[src/rtl/stbs_pkg.sv]
// Shared types and constants for the sorted key table with binary-search lookup.
// Used by stbs_front, stbs_back and the top level sorted_table_binary_search.
package stbs_pkg;

  localparam int TABLE_DEPTH = 1024;
  localparam int IDX_W       = $clog2(TABLE_DEPTH);
  localparam int CNT_W       = IDX_W + 1;
  localparam int KEY_W       = 32;
  localparam int OP_W        = 2;

  typedef enum logic [OP_W-1:0] {
    OP_CLEAR  = 2'd0,
    OP_APPEND = 2'd1,
    OP_QUERY  = 2'd2
  } op_t;

  // One queued transaction from the front end to the search engine.
  typedef struct packed {
    op_t                     op;
    logic signed [KEY_W-1:0] key;
  } item_t;

  typedef enum logic [1:0] {
    ST_IDLE,
    ST_PROBE,
    ST_CMP
  } bk_state_t;

endpackage

[src/rtl/stbs_front.sv]
// Front end: accepts transactions, drops unused opcodes and queues the rest.
// Depends on stbs_pkg for item_t and the opcode codes.
module stbs_front import stbs_pkg::*; (
  input  logic                    clk,
  input  logic                    rst_n,
  input  logic                    start,
  output logic                    busy,
  input  logic [OP_W-1:0]         in_opcode,
  input  logic signed [KEY_W-1:0] in_key_value,
  output logic                    q_valid,
  output item_t                   q_item,
  input  logic                    q_pop
);

  item_t       fifo_r [2];
  logic        wr_ptr_r, wr_ptr_nxt;
  logic        rd_ptr_r, rd_ptr_nxt;
  logic [1:0]  cnt_r, cnt_nxt;
  logic        accept;
  logic        push;
  logic        known_op;

  assign busy     = (cnt_r == 2'd2);
  assign accept   = start && !busy;
  assign known_op = (in_opcode == OP_CLEAR) || (in_opcode == OP_APPEND) ||
                    (in_opcode == OP_QUERY);
  // Unused opcodes are accepted but never reach the search engine.
  assign push     = accept && known_op;

  assign q_valid  = (cnt_r != 2'd0);
  assign q_item   = fifo_r[rd_ptr_r];

  always_comb begin
    wr_ptr_nxt = wr_ptr_r ^ push;
    rd_ptr_nxt = rd_ptr_r ^ q_pop;
    cnt_nxt    = cnt_r + {1'b0, push} - {1'b0, q_pop};
  end

  always_ff @(posedge clk) begin
    if (!rst_n) begin
      wr_ptr_r <= 1'b0;
      rd_ptr_r <= 1'b0;
      cnt_r    <= 2'd0;
    end else begin
      wr_ptr_r <= wr_ptr_nxt;
      rd_ptr_r <= rd_ptr_nxt;
      cnt_r    <= cnt_nxt;
    end
  end

  always_ff @(posedge clk) begin
    if (push) begin
      fifo_r[wr_ptr_r] <= '{op: op_t'(in_opcode), key: in_key_value};
    end
  end

endmodule

[config.mk]
export PLATFORM = sky130hd
export DESIGN_NAME = stbs_front
export DESIGN_NICKNAME = d
export VERILOG_FILES = /design/src/rtl/stbs_pkg.sv /design/src/rtl/stbs_front.sv
export SDC_FILE = /design/constraint.sdc
export NUM_CORES = 1
export LEC_CHECK = 0
export BUFFER_PORTS_ARGS = -buffer_cell sky130_fd_sc_hd__buf_2
export CAP_MARGIN = 20
export CORE_UTILIZATION = 35
export DETAILED_ROUTE_END_ITERATION = 16
export GPL_TIMING_DRIVEN = 0
export PLACE_DENSITY = 0.56
export SKIP_LAST_GASP = 1
export SLEW_MARGIN = 20
export SYNTH_ARGS = -nofsm -noshare
export SYNTH_HDL_FRONTEND = slang
export SYNTH_SLANG_ARGS = --single-unit
[constraint.sdc]
create_clock -name clk -period 3.7 [get_ports clk]
set_clock_uncertainty 0.05 [all_clocks]
set_input_delay 0.185 -clock clk [delete_from_list [all_inputs] [get_ports clk]]
set_output_delay 0.185 -clock clk [all_outputs]
set_load 0.005 [all_outputs]
==> results by group, run 1 <==
Run status
  • Outcome: completed

Clocking
  • H-tree depth: 3
  • Worst-path clk slew: 70 ps
  • Max Buffers Root-to-Sink: 2
  • TritonCTS buffer count: 9
  • CTS resizes: 0
  • TritonCTS Sinks: 73
  • TritonCTS clock tree: yes
  • Clk Latency, worst-skew pair: 330 ps
  • Clk root buf: clkbuf_8

Synth
  • Top-area cell type share of the netlist area: 71.4%
  • Synth area leader: edfxtp_1
  • Mapped Area: 2860 um^2
  • Main area contributors after synthesis: edfxtp_1 71%, mux2_4 16%, dfxtp_1 3.5%
  • Synth unique cells: 17
  • Synth Instances: 130
  • Synth warn: 0
  • Synthesized net count: 172
  • Syn_area_per_cell: around 22 um^2
  • Register area share after synthesis: 74.9%
  • Register bit total from synthesis: 73

Placed design
  • Hpwl dp: a little under 3000 um
  • IO Port Bufs: 73
  • RD Place Congestion: slightly below 0.7

Setup path
  • CP Data Arrival Time: 1880 ps
  • Kind of critical path: primary input to flop
  • CP max FO: 19
  • Worst Setup End Kind: flop
  • Required @ worst endpoint: 3690 ps
  • Crit path from: in_opcode[0]
  • FF-to-FF Start: cnt_r[0]
  • Startpoint Class: primary input

Drt
  • Routed Antenna Nets: 0
  • Wirelength, routed: ~4500 um
  • DRC viols: 0
  • Drt initial violations: 17
  • WL per Instance: 12.8 um
  • DR pass1 iterations: 3
  • Detailed-route via count: about 1,500
  • Vias/cell: 4.19

Finish
  • Fill cells: 660
  • Fin nets: 292
  • Area of the multi-input gates: between 600 and 700 um^2
  • Register area: 2140 um^2
  • Area growth syn-to-layout: 39.3%
  • Antenna Diode Count: 0
  • Ratio of cells with drive above 1 in the final layout: around half

Timing
  • Min Tclk post-route: 1890 ps
  • WHS: 57.7 ps
  • Max-slew violation count: 0
  • Total Neg Setup Slack: 0 ps
  • Final setup fails: 0
  • Final Hold Vio Count: 0
  • Slew margin rel.: 67.5%
  • Unrepaired setup endpoints after global routing: no
  • Least-Margin Pin Slew: 487 ps
  • Period utilization: between 50% and 60%
  • Fmax achieved: 530 MHz

Global route
  • First-pass GRT wire length: between 7000 and 8000 um
  • Vias in the first global route: 1,516
  • GRT overflow: 0
  • Largest net degree at the start of global routing: 20
  • Global Route Usage Sum: a little under an eighth
  • Initial antenna violation count: 0

Power and ir drop
  • PD cells: 530 nW/um^2
  • Leakage: 1.60 nW
  • Max VDD drop: about 0.25 mV

Die
  • Initial core utilization: a little over a third
  • Die Area: 8540 um^2
  • Die span in x: approximately 92 um
  • Row count: 32
  • Die height: 92.4 um
  • I/O pin count: 74
  • Core footprint: 7810 um^2

Worst hold path
  • HP Start: rst_n
  • Tightest Hold Check Type: primary input to flop

Flow run
  • Max Cap Viol: 0
-- state kept, by name (all words and copies together), names as in the netlist, named ones only --
register / count
rd_ptr_r: 1
fifo_r: 68
wr_ptr_r: 1
cnt_r: 2
-- cell usage after synthesis (all sizes together) --
| library cell | count |
|---|---|
| xor2 | 1 |
| mux2 | 34 |
| buf | 4 |
| xnor3 | 1 |
| and2 | 3 |
| dfxtp | 5 |
| nand3 | 1 |
| edfxtp | 68 |
| nand2 | 1 |
| or2 | 1 |
| inv | 3 |
| nor2b | 2 |
| ha | 4 |
| nand2b | 1 |
| and3 | 1 |
-- per-layer routing --
layer  GRT usage (%)  wire [um]  vias to the layer above
li1                -          -                      737
met3            3.61        257                        8
met1            13.2       1980                      699
met5               0          0                        -
met4            6.64         72                        0
met2            18.1       2230                       48
-- kinds of logic after synthesis --
| family | after synthesis | synth area share (%) |
|---|---|---|
| and+or+nand+nor | 10 | 2.06 |
| adders and majority gates | 4 | 1.75 |
| DFF | 73 | 74.9 |
| xor gates and xnor gates | 2 | 1.09 |
| muxes | 34 | 17.3 |
| buffers and inverters | 7 | 2.89 |
-- cell type report --
type                    instances  share of cell area [%]
plain buffers                   4                    1.79
clock buffers                   9                    3.11
clock inverters                 6                    2.70
inverters                       3                   0.283
multi-input cells              50                    16.1
flip-flops and latches         73                    53.8
well taps                     102                    3.20
repair buffers                109                    19.1
-- critical path: stages --
cell and delay, ps:
dlygate4sd3_1 530, buf_2 130, nand2_1 80, and3_1 200, ha_2 500, buf_16 220
-- worst paths after layout --
kind,depth (start not counted),to,slack [ps]
hold / removal,2,cnt_r[0],60
setup / recovery,6,fifo_r[0][14],1810
setup reg to reg,4,fifo_r[0][14],1940
hold reg to reg,3,wr_ptr_r,530
-- cell usage in the layout, fill, tap and decap left out --
cell type and n:
nand2b_1 1, clkinv_1 1, mux2_2 4, xor2_1 1, buf_16 2, edfxtp_1 68
mux2_4 30, ha_1 2, buf_6 1, clkinv_2 1, dfxtp_1 5, or2_2 1
and2_1 3, nor2b_1 2, ha_2 2, dlygate4sd3_1 34, inv_1 3, buf_2 73
bufinv_16 3, nand2_1 1, xnor3_1 1, nand3_1 1, and3_1 1, buf_12 3
clkbuf_8 9, clkinv_4 1
-- where the power goes --
| group | switching, mW | total [mW] | leakage, nW | internal (mW) |
|---|---|---|---|---|
| Clock | 0.270 | 0.712 | 0.117 | 0.442 |
| Sequential | 0.0223 | 1.03 | 0.670 | 1.01 |
| Combinational | 0.149 | 0.371 | 0.817 | 0.223 |
-- timing repair --
item / CTS / global route
hold endpoints to repair: 68 / 0
hold buffers: 34 / 0
setup buffers: 0 / 0
-- through the flow --
step | cell area, um^2 | power [mW] | instances | util [%] | worst slack (ps)
2_1_floorplan | 2860 | 1.25 | 130 | - | 1750
3_3_place_gp | 3350 | 1.38 | 305 | 42.9 | 1130
3_5_place_dp | 3410 | 1.40 | 307 | 43.7 | 1890
4_1_cts | 3990 | 2.14 | 356 | 51.0 | 1790
5_1_grt | 3990 | 2.20 | 356 | 51.0 | 1710
6_report | 3990 | 2.11 | 356 | 51.0 | 1810
No activity file was read; power rests on OpenSTA's default activity.
==> inputs of run 2 (changes only) <==
--- a/config.mk
+++ b/config.mk
@@ -5,12 +5,13 @@
 export SDC_FILE = /design/constraint.sdc
 export NUM_CORES = 1
 export LEC_CHECK = 0
+export ABC_AREA = 1
 export BUFFER_PORTS_ARGS = -buffer_cell sky130_fd_sc_hd__buf_2
 export CAP_MARGIN = 20
 export CORE_UTILIZATION = 35
 export DETAILED_ROUTE_END_ITERATION = 16
 export GPL_TIMING_DRIVEN = 0
-export PLACE_DENSITY = 0.56
+export PLACE_DENSITY = 0.58
 export SKIP_LAST_GASP = 1
 export SLEW_MARGIN = 20
 export SYNTH_ARGS = -nofsm -noshare
==> constraint.sdc (replaced) <==
create_clock -name clk -period 1.65 [get_ports clk]
set_clock_uncertainty 0.05 [all_clocks]
set_input_delay 0.0825 -clock clk [delete_from_list [all_inputs] [get_ports clk]]
set_output_delay 0.0825 -clock clk [all_outputs]
set_load 0.005 [all_outputs]
==> run 2 against run 1 <==
Critical path depth is 2 lower; register-to-register slack lost 1800 ps; sequential share of layout area shrank 0.42 points; utilization increased by 0.43 points; synthesized cell count grew 6.9%; final cell count is 4.2% higher; routed wire length is 9.2% higher; critical path type is now flop to output port; die area barely moved; largest cell class unchanged; clock power up 88%; first-iteration DRC count up 140%; hold slack gained 210 ps.
==> results by group, run 2 <==
Run status
  • Outcome: completed

Setup path
  • Required @ worst endpoint: between 1500 and 2000 ps
  • Crit-path slowest cell: dfxtp_1
  • Max incr delay on CP: 330 ps
  • CP Data Arrival Time: around 1400 ps
  • R2R Setup Slk: 150 ps
  • Kind of critical path: flop to output port
  • CP max FO: 10
  • Startpoint Class: flop
  • CP Cell Sequence: buf_6, buf_12, mux2_4, buf_2
  • Worst Setup End Kind: output port
  • CP Buf/Inv Count: 3
  • Crit-path leading delay family: buffers and inverters

Synth
  • Synth warn: 0
  • Commonest register cell after synthesis: edfxtp_1
  • Ys async rst share: 0%
  • Synth Instances: 139
  • Register bit total from synthesis: 73
  • Synth area leader: edfxtp_1
  • Most common cell in the synthesized netlist: edfxtp_1
  • Register area share after synthesis: 75.0%
  • Mapped Area: 2860 um^2
  • Syn_area_per_cell: roughly 20 um^2
  • Synth unique cells: 14
  • Top post-synthesis cells by count: 68 x edfxtp_1, 30 x mux2_4, 8 x inv_1
  • Main area contributors after synthesis: edfxtp_1 71%, mux2_4 16%, dfxtp_1 3.5%
  • Synthesized net count: 181
  • Top-area cell type share of the netlist area: a little under three quarters
  • EDFF count, synth: 68

Power and ir drop
  • Clk pwr share: 31.7%
  • Reg power frac: 52.6%
  • Sw Ratio: 22.5%
  • Pint: 3.28 mW
  • Total power: 4.23 mW
  • Combinational share of power: 15.7%
  • Max VDD drop: 0.453 mV
  • PD cells: 1050 nW/um^2
  • Net Switching: 0.953 mW
  • Leakage: 1.62 nW

Finish
  • Fill cells: between 600 and 700
  • Most common cell after layout, fill and taps aside: buf_2
  • Area growth syn-to-layout: 40.6%
  • Finished Cell Area: 4020 um^2
  • Fin nets: slightly above 300
  • Area of the multi-input gates: roughly 640 um^2
  • Antenna Diode Count: 0
  • Number of flip-flops in the largest register: 68
  • Most frequent cells in the layout: 73 x buf_2, 68 x edfxtp_1, 36 x dlygate4sd3_1
  • Layout Cells excl Fill: 371
  • Ratio of cells with drive above 1 in the final layout: 51.3%
  • Largest regs: fifo_r (68), cnt_r (2)
  • Biggest register: fifo_r
  • Register area: 2140 um^2
  • Util after Layout: about 51%

Global route
  • M2 GR Usage: between 20% and 30%
  • Met1 Use GR: 13.2%
  • Global routing's busiest layer: met2
  • Vias in the first global route: 1,671
  • GRT overflow: 0
  • Initial antenna violation count: 0
  • First-pass GRT wire length: roughly 7600 um
  • Grt met3 use: under 10%
  • Largest net degree at the start of global routing: 21
  • Global Route Usage Sum: 12.1%

Drt
  • WL per Instance: ~13 um
  • DR pass1 iterations: 4
  • Drt initial violations: 40
  • Routed Antenna Nets: 0
  • DRC viols: 0
  • Vias/cell: about 4.3
  • Detailed-route via count: 1,600
  • Wirelength, routed: 4970 um

Placed design
  • Placed cells: about 320
  • IO Port Bufs: 73
  • RD Place Congestion: 0.661
  • Hpwl dp: about 3100 um
  • Placement Setup Slack: -265 ps
  • Placed Area: 3410 um^2

Timing
  • Max-slew violation count: 0
  • Fmax achieved: ~640 MHz
  • Final WS setup: roughly 94 ps
  • Final Hold Vio Count: 0
  • Period utilization: 94.3%
  • Final setup fails: 0
  • Slew margin rel.: 84.8%
  • WHS: 265 ps
  • Total Neg Setup Slack: 0 ps
  • Least-Margin Pin Slew: 225 ps
  • Min Tclk post-route: 1560 ps
  • Unrepaired setup endpoints after global routing: no

Die
  • Core footprint: between 7000 and 8000 um^2
  • Row count: 32
  • Die height: 92.4 um
  • Initial core utilization: between 30 and 40%
  • Die Area: 8530 um^2
  • I/O pin count: 74
  • Die span in x: 92.4 um

Clocking
  • TritonCTS clock tree: yes
  • Worst-path clk slew: ~70 ps
  • H-tree depth: 3
  • Max Buffers Root-to-Sink: 2
  • Clk Latency, worst-skew pair: between 300 and 400 ps
  • TritonCTS Sinks: 73
  • Clk root buf: clkbuf_8
  • TritonCTS buffer count: 9

Worst hold path
  • Tightest Hold Check Type: primary input to flop

Flow run
  • Max Cap Viol: 0
[run 2: cell types whose count changed after synthesis, moves of 2 or more]
| cell | previous run | this run |
|---|---|---|
| inv_1 | 3 | 8 |
| and2_1 | 3 | 0 |
| nor2_1 | 0 | 4 |
| a21oi_1 | 0 | 3 |
| nor2b_1 | 2 | 0 |
| nand2_1 | 1 | 6 |
[run 2: layout make-up]
type / count / share of cell area [%]
Sequential cell: 73 / 53.3
Timing Repair Buffer: 114 / 20.2
Multi-Input combinational cell: 54 / 16.0
Tap cell: 102 / 3.18
Clock buffer: 9 / 3.08
Buffer: 4 / 1.77
Clock inverter: 7 / 1.74
Inverter: 8 / 0.747
[run 2: what timing repair did]
action                                  4_1_cts  5_1_grt
resized for setup                             3        2
hold endpoints to repair                     73        0
hold buffers                                 36        0
setup buffers                                 1        2
endpoints found under the setup margin       69       31
pin swaps                                     1        0
[run 2: kinds of logic after synthesis]
group	count (synthesis)	share of synthesized area, %
flip-flops	73	75.0
adder cells (fa/ha/maj)	4	1.75
buffers and inverters	12	3.55
multiplexers	34	17.3
AND/OR/NAND/NOR	12	1.71
AO/OA/AOI/OAI	4	0.700
[run 2: tightest hold or removal path, stage by stage]
cell     delay (ps)
buf_2            70
nand2_1          50
nor2_2          110
buf_4           150
ha_4            120
nor2_1           30
[run 2: worst paths after layout]
path              cells past startpoint    endpoint     start
setup / recovery                      4  q_item[23]      flop
hold reg to reg                       1        flop  rd_ptr_r
setup reg to reg                     11    cnt_r[1]  cnt_r[1]
hold / removal                        6    wr_ptr_r     start
[run 2: per-layer routing]
layer	wire length (um)	vias to the layer above	part of all wire, %
li1	-	774	-
met1	2120	770	43
met2	2490	45	50
met3	237	11	4.8
met4	110	0	2.2
met5	0	-	0
[run 2: power groups by stage]
stage / Combinational [mW] / Sequential (mW) / Clock, mW
3_5_place_dp: 0.580 / 2.27 / 0
6_report: 0.665 / 2.23 / 1.34
3_3_place_gp: 0.539 / 2.27 / 0
5_1_grt: 0.733 / 2.24 / 1.46
4_1_cts: 0.667 / 2.23 / 1.39
2_1_floorplan: 0.331 / 2.26 / 0
==> inputs of run 3 (changes only) <==
--- a/config.mk
+++ b/config.mk
@@ -8,10 +8,13 @@
 export ABC_AREA = 1
 export BUFFER_PORTS_ARGS = -buffer_cell sky130_fd_sc_hd__buf_2
 export CAP_MARGIN = 20
+export CELL_PAD_IN_SITES_DETAIL_PLACEMENT = 0
+export CELL_PAD_IN_SITES_GLOBAL_PLACEMENT = 1
+export CORE_MARGIN = 4
 export CORE_UTILIZATION = 35
 export DETAILED_ROUTE_END_ITERATION = 16
 export GPL_TIMING_DRIVEN = 0
-export PLACE_DENSITY = 0.58
+export PLACE_DENSITY = 0.67
 export SKIP_LAST_GASP = 1
 export SLEW_MARGIN = 20
 export SYNTH_ARGS = -nofsm -noshare
==> run 3 against run 2 <==
Fmax grew 0.78%; first-iteration DRC count shrank 33%; utilization fell by 0.66 points; setup slack better by 12 ps; via count down 1.0%; sequential power hardly changed; sequential cell count unchanged; routed wire length down 1.7%; largest cell class unchanged.
==> results by group, run 3 (synthesized netlist as in run 2, its figures left out) <==
Run status
  • Outcome: completed

Worst hold path
  • Tightest Hold Check Type: primary input to flop
  • Hold Path Depth: 6

Clocking
  • TritonCTS buffer count: 9
  • Max Buffers Root-to-Sink: 2
  • Clk root buf: clkbuf_8
  • Clk Latency, worst-skew pair: 330 ps
  • H-tree depth: 3
  • TritonCTS clock tree: yes
  • Worst-path clk slew: 70 ps
  • TritonCTS Sinks: 73

Setup path
  • Startpoint Class: flop
  • Worst Setup End Kind: flop
  • CP Data Arrival Time: approximately 1500 ps
  • CP max FO: 19
  • FF-to-FF path depth: 6
  • Kind of critical path: flop to flop
  • Required @ worst endpoint: about 1600 ps

Flow run
  • Max Cap Viol: 0

Drt
  • DR pass1 iterations: 4
  • Drt initial violations: 27
  • Wirelength, routed: 4880 um
  • Routed Antenna Nets: 0
  • Vias/cell: 4.27
  • Detailed-route via count: 1,584
  • DRC viols: 0
  • WL per Instance: roughly 13 um

Finish
  • Util after Layout: 50.8%
  • Biggest register: fifo_r
  • Most common cell after layout, fill and taps aside: buf_2
  • Finished Cell Area: ~4000 um^2
  • Most frequent cells in the layout: 73 x buf_2, 68 x edfxtp_1, 37 x dlygate4sd3_1
  • Number of flip-flops in the largest register: 68
  • Area growth syn-to-layout: 39.5%
  • Fin nets: slightly above 300
  • Ratio of cells with drive above 1 in the final layout: 50.9%
  • Antenna Diode Count: 0
  • Largest regs: fifo_r (68), cnt_r (2)

Power and ir drop
  • Sw Ratio: 22.4%
  • Leakage: 1.60 nW
  • Net Switching: 0.901 mW
  • Pint: 3.13 mW
  • PD cells: 1010 nW/um^2
  • Clk pwr share: 28.2%
  • Max VDD drop: 0.581 mV
  • Reg power frac: a little under three fifths
  • Combinational share of power: 16.5%

Timing
  • Fmax achieved: 647 MHz
  • Slew margin rel.: 81.1%
  • Final Hold Vio Count: 0
  • Period utilization: approximately 94%
  • Total Neg Setup Slack: 0 ps
  • Least-Margin Pin Slew: 283 ps
  • Max-slew violation count: 0
  • Min Tclk post-route: around 1500 ps
  • Final setup fails: 0
  • Unrepaired setup endpoints after global routing: no

Placed design
  • IO Port Bufs: between 70 and 80
  • Hpwl dp: 3210 um
  • Placed Area: 3410 um^2
  • RD Place Congestion: 0.652

Die
  • Core footprint: 7850 um^2
  • Die Area: 9670 um^2
  • I/O pin count: 74
  • Initial core utilization: 36.4%
  • Die height: ~98 um
  • Die span in x: 98.4 um
  • Row count: 32

Global route
  • First-pass GRT wire length: 7740 um
  • Largest net degree at the start of global routing: 20
  • Global Route Usage Sum: 10.5%
  • Vias in the first global route: 1,624
  • Initial antenna violation count: 0
  • GRT overflow: 0
-- run 3: cell count changes in the layout (fill, tap and decap cells not counted), sizes merged --
cell,before,now
clkinv,4,2
buf,82,81
dlygate4sd3,36,37
bufinv,1,0
inv,9,8
clkbuf,9,13
-- run 3: worst paths after layout --
| check | slack (ps) | startpoint | to |
|---|---|---|---|
| max | 110 | cnt_r[1] | fifo_r[1][9] |
| min | 260 | start | wr_ptr_r |
| max reg2reg | 110 | cnt_r[1] | fifo_r[1][9] |
| min reg2reg | 400 | rd_ptr_r | rd_ptr_r |
-- run 3: through the flow --
| step | setup WS [ps] | hold WS (ps) | cells | power, mW |
|---|---|---|---|---|
| detailed placement | -174 | 225 | 316 | 2.85 |
| floorplan | -290 | 126 | 139 | 2.59 |
| global placement | -843 | 221 | 314 | 2.81 |
| global route | 12.2 | 279 | 371 | 4.24 |
| finish | 106 | 263 | 371 | 4.03 |
| CTS | 52.8 | 273 | 370 | 4.08 |
-- run 3: timing repair --
action	CTS	global route
gates resized for setup	3	6
gates cloned	0	0
setup endpoints to repair	69	17
pin swaps	1	1
setup buffers	1	1
endpoints found under the hold margin	73	0
hold buffers	37	0
-- run 3: cell type report --
class                           count  area (um^2)
Fill cell                         685         3860
Sequential cell                    73         2140
Timing Repair Buffer              114          806
Multi-Input combinational cell     54          653
Clock buffer                       13          139
Tap cell                          102          128
Buffer                              4         71.3
Inverter                            8         30.0
Clock inverter                      3         17.5
-- run 3: metal layers --
metal  vias up  share of wire [%]  track usage [%]
met4         0                1.9             5.04
met1       755                 39             11.8
met5         -                  0                0
li1        770                  -                -
met3        10                6.4             3.43
met2        49                 52             18.0
-- run 3: power by group through the flow --
stage          combinational (mW)  clock [mW]  sequential (mW)
4_1_cts                     0.672        1.18             2.23
3_5_place_dp                0.582           0             2.27
6_report                    0.666        1.13             2.23
2_1_floorplan               0.331           0             2.26
3_3_place_gp                0.539           0             2.27
5_1_grt                     0.733        1.27             2.24
-- run 3: worst max-delay path, stage by stage, from the launching register on --
cell and delay, ps:
dfxtp_1 320, inv_2 60, nor2_2 40, nor2_2 120, buf_4 150, ha_4 310, buf_16 200
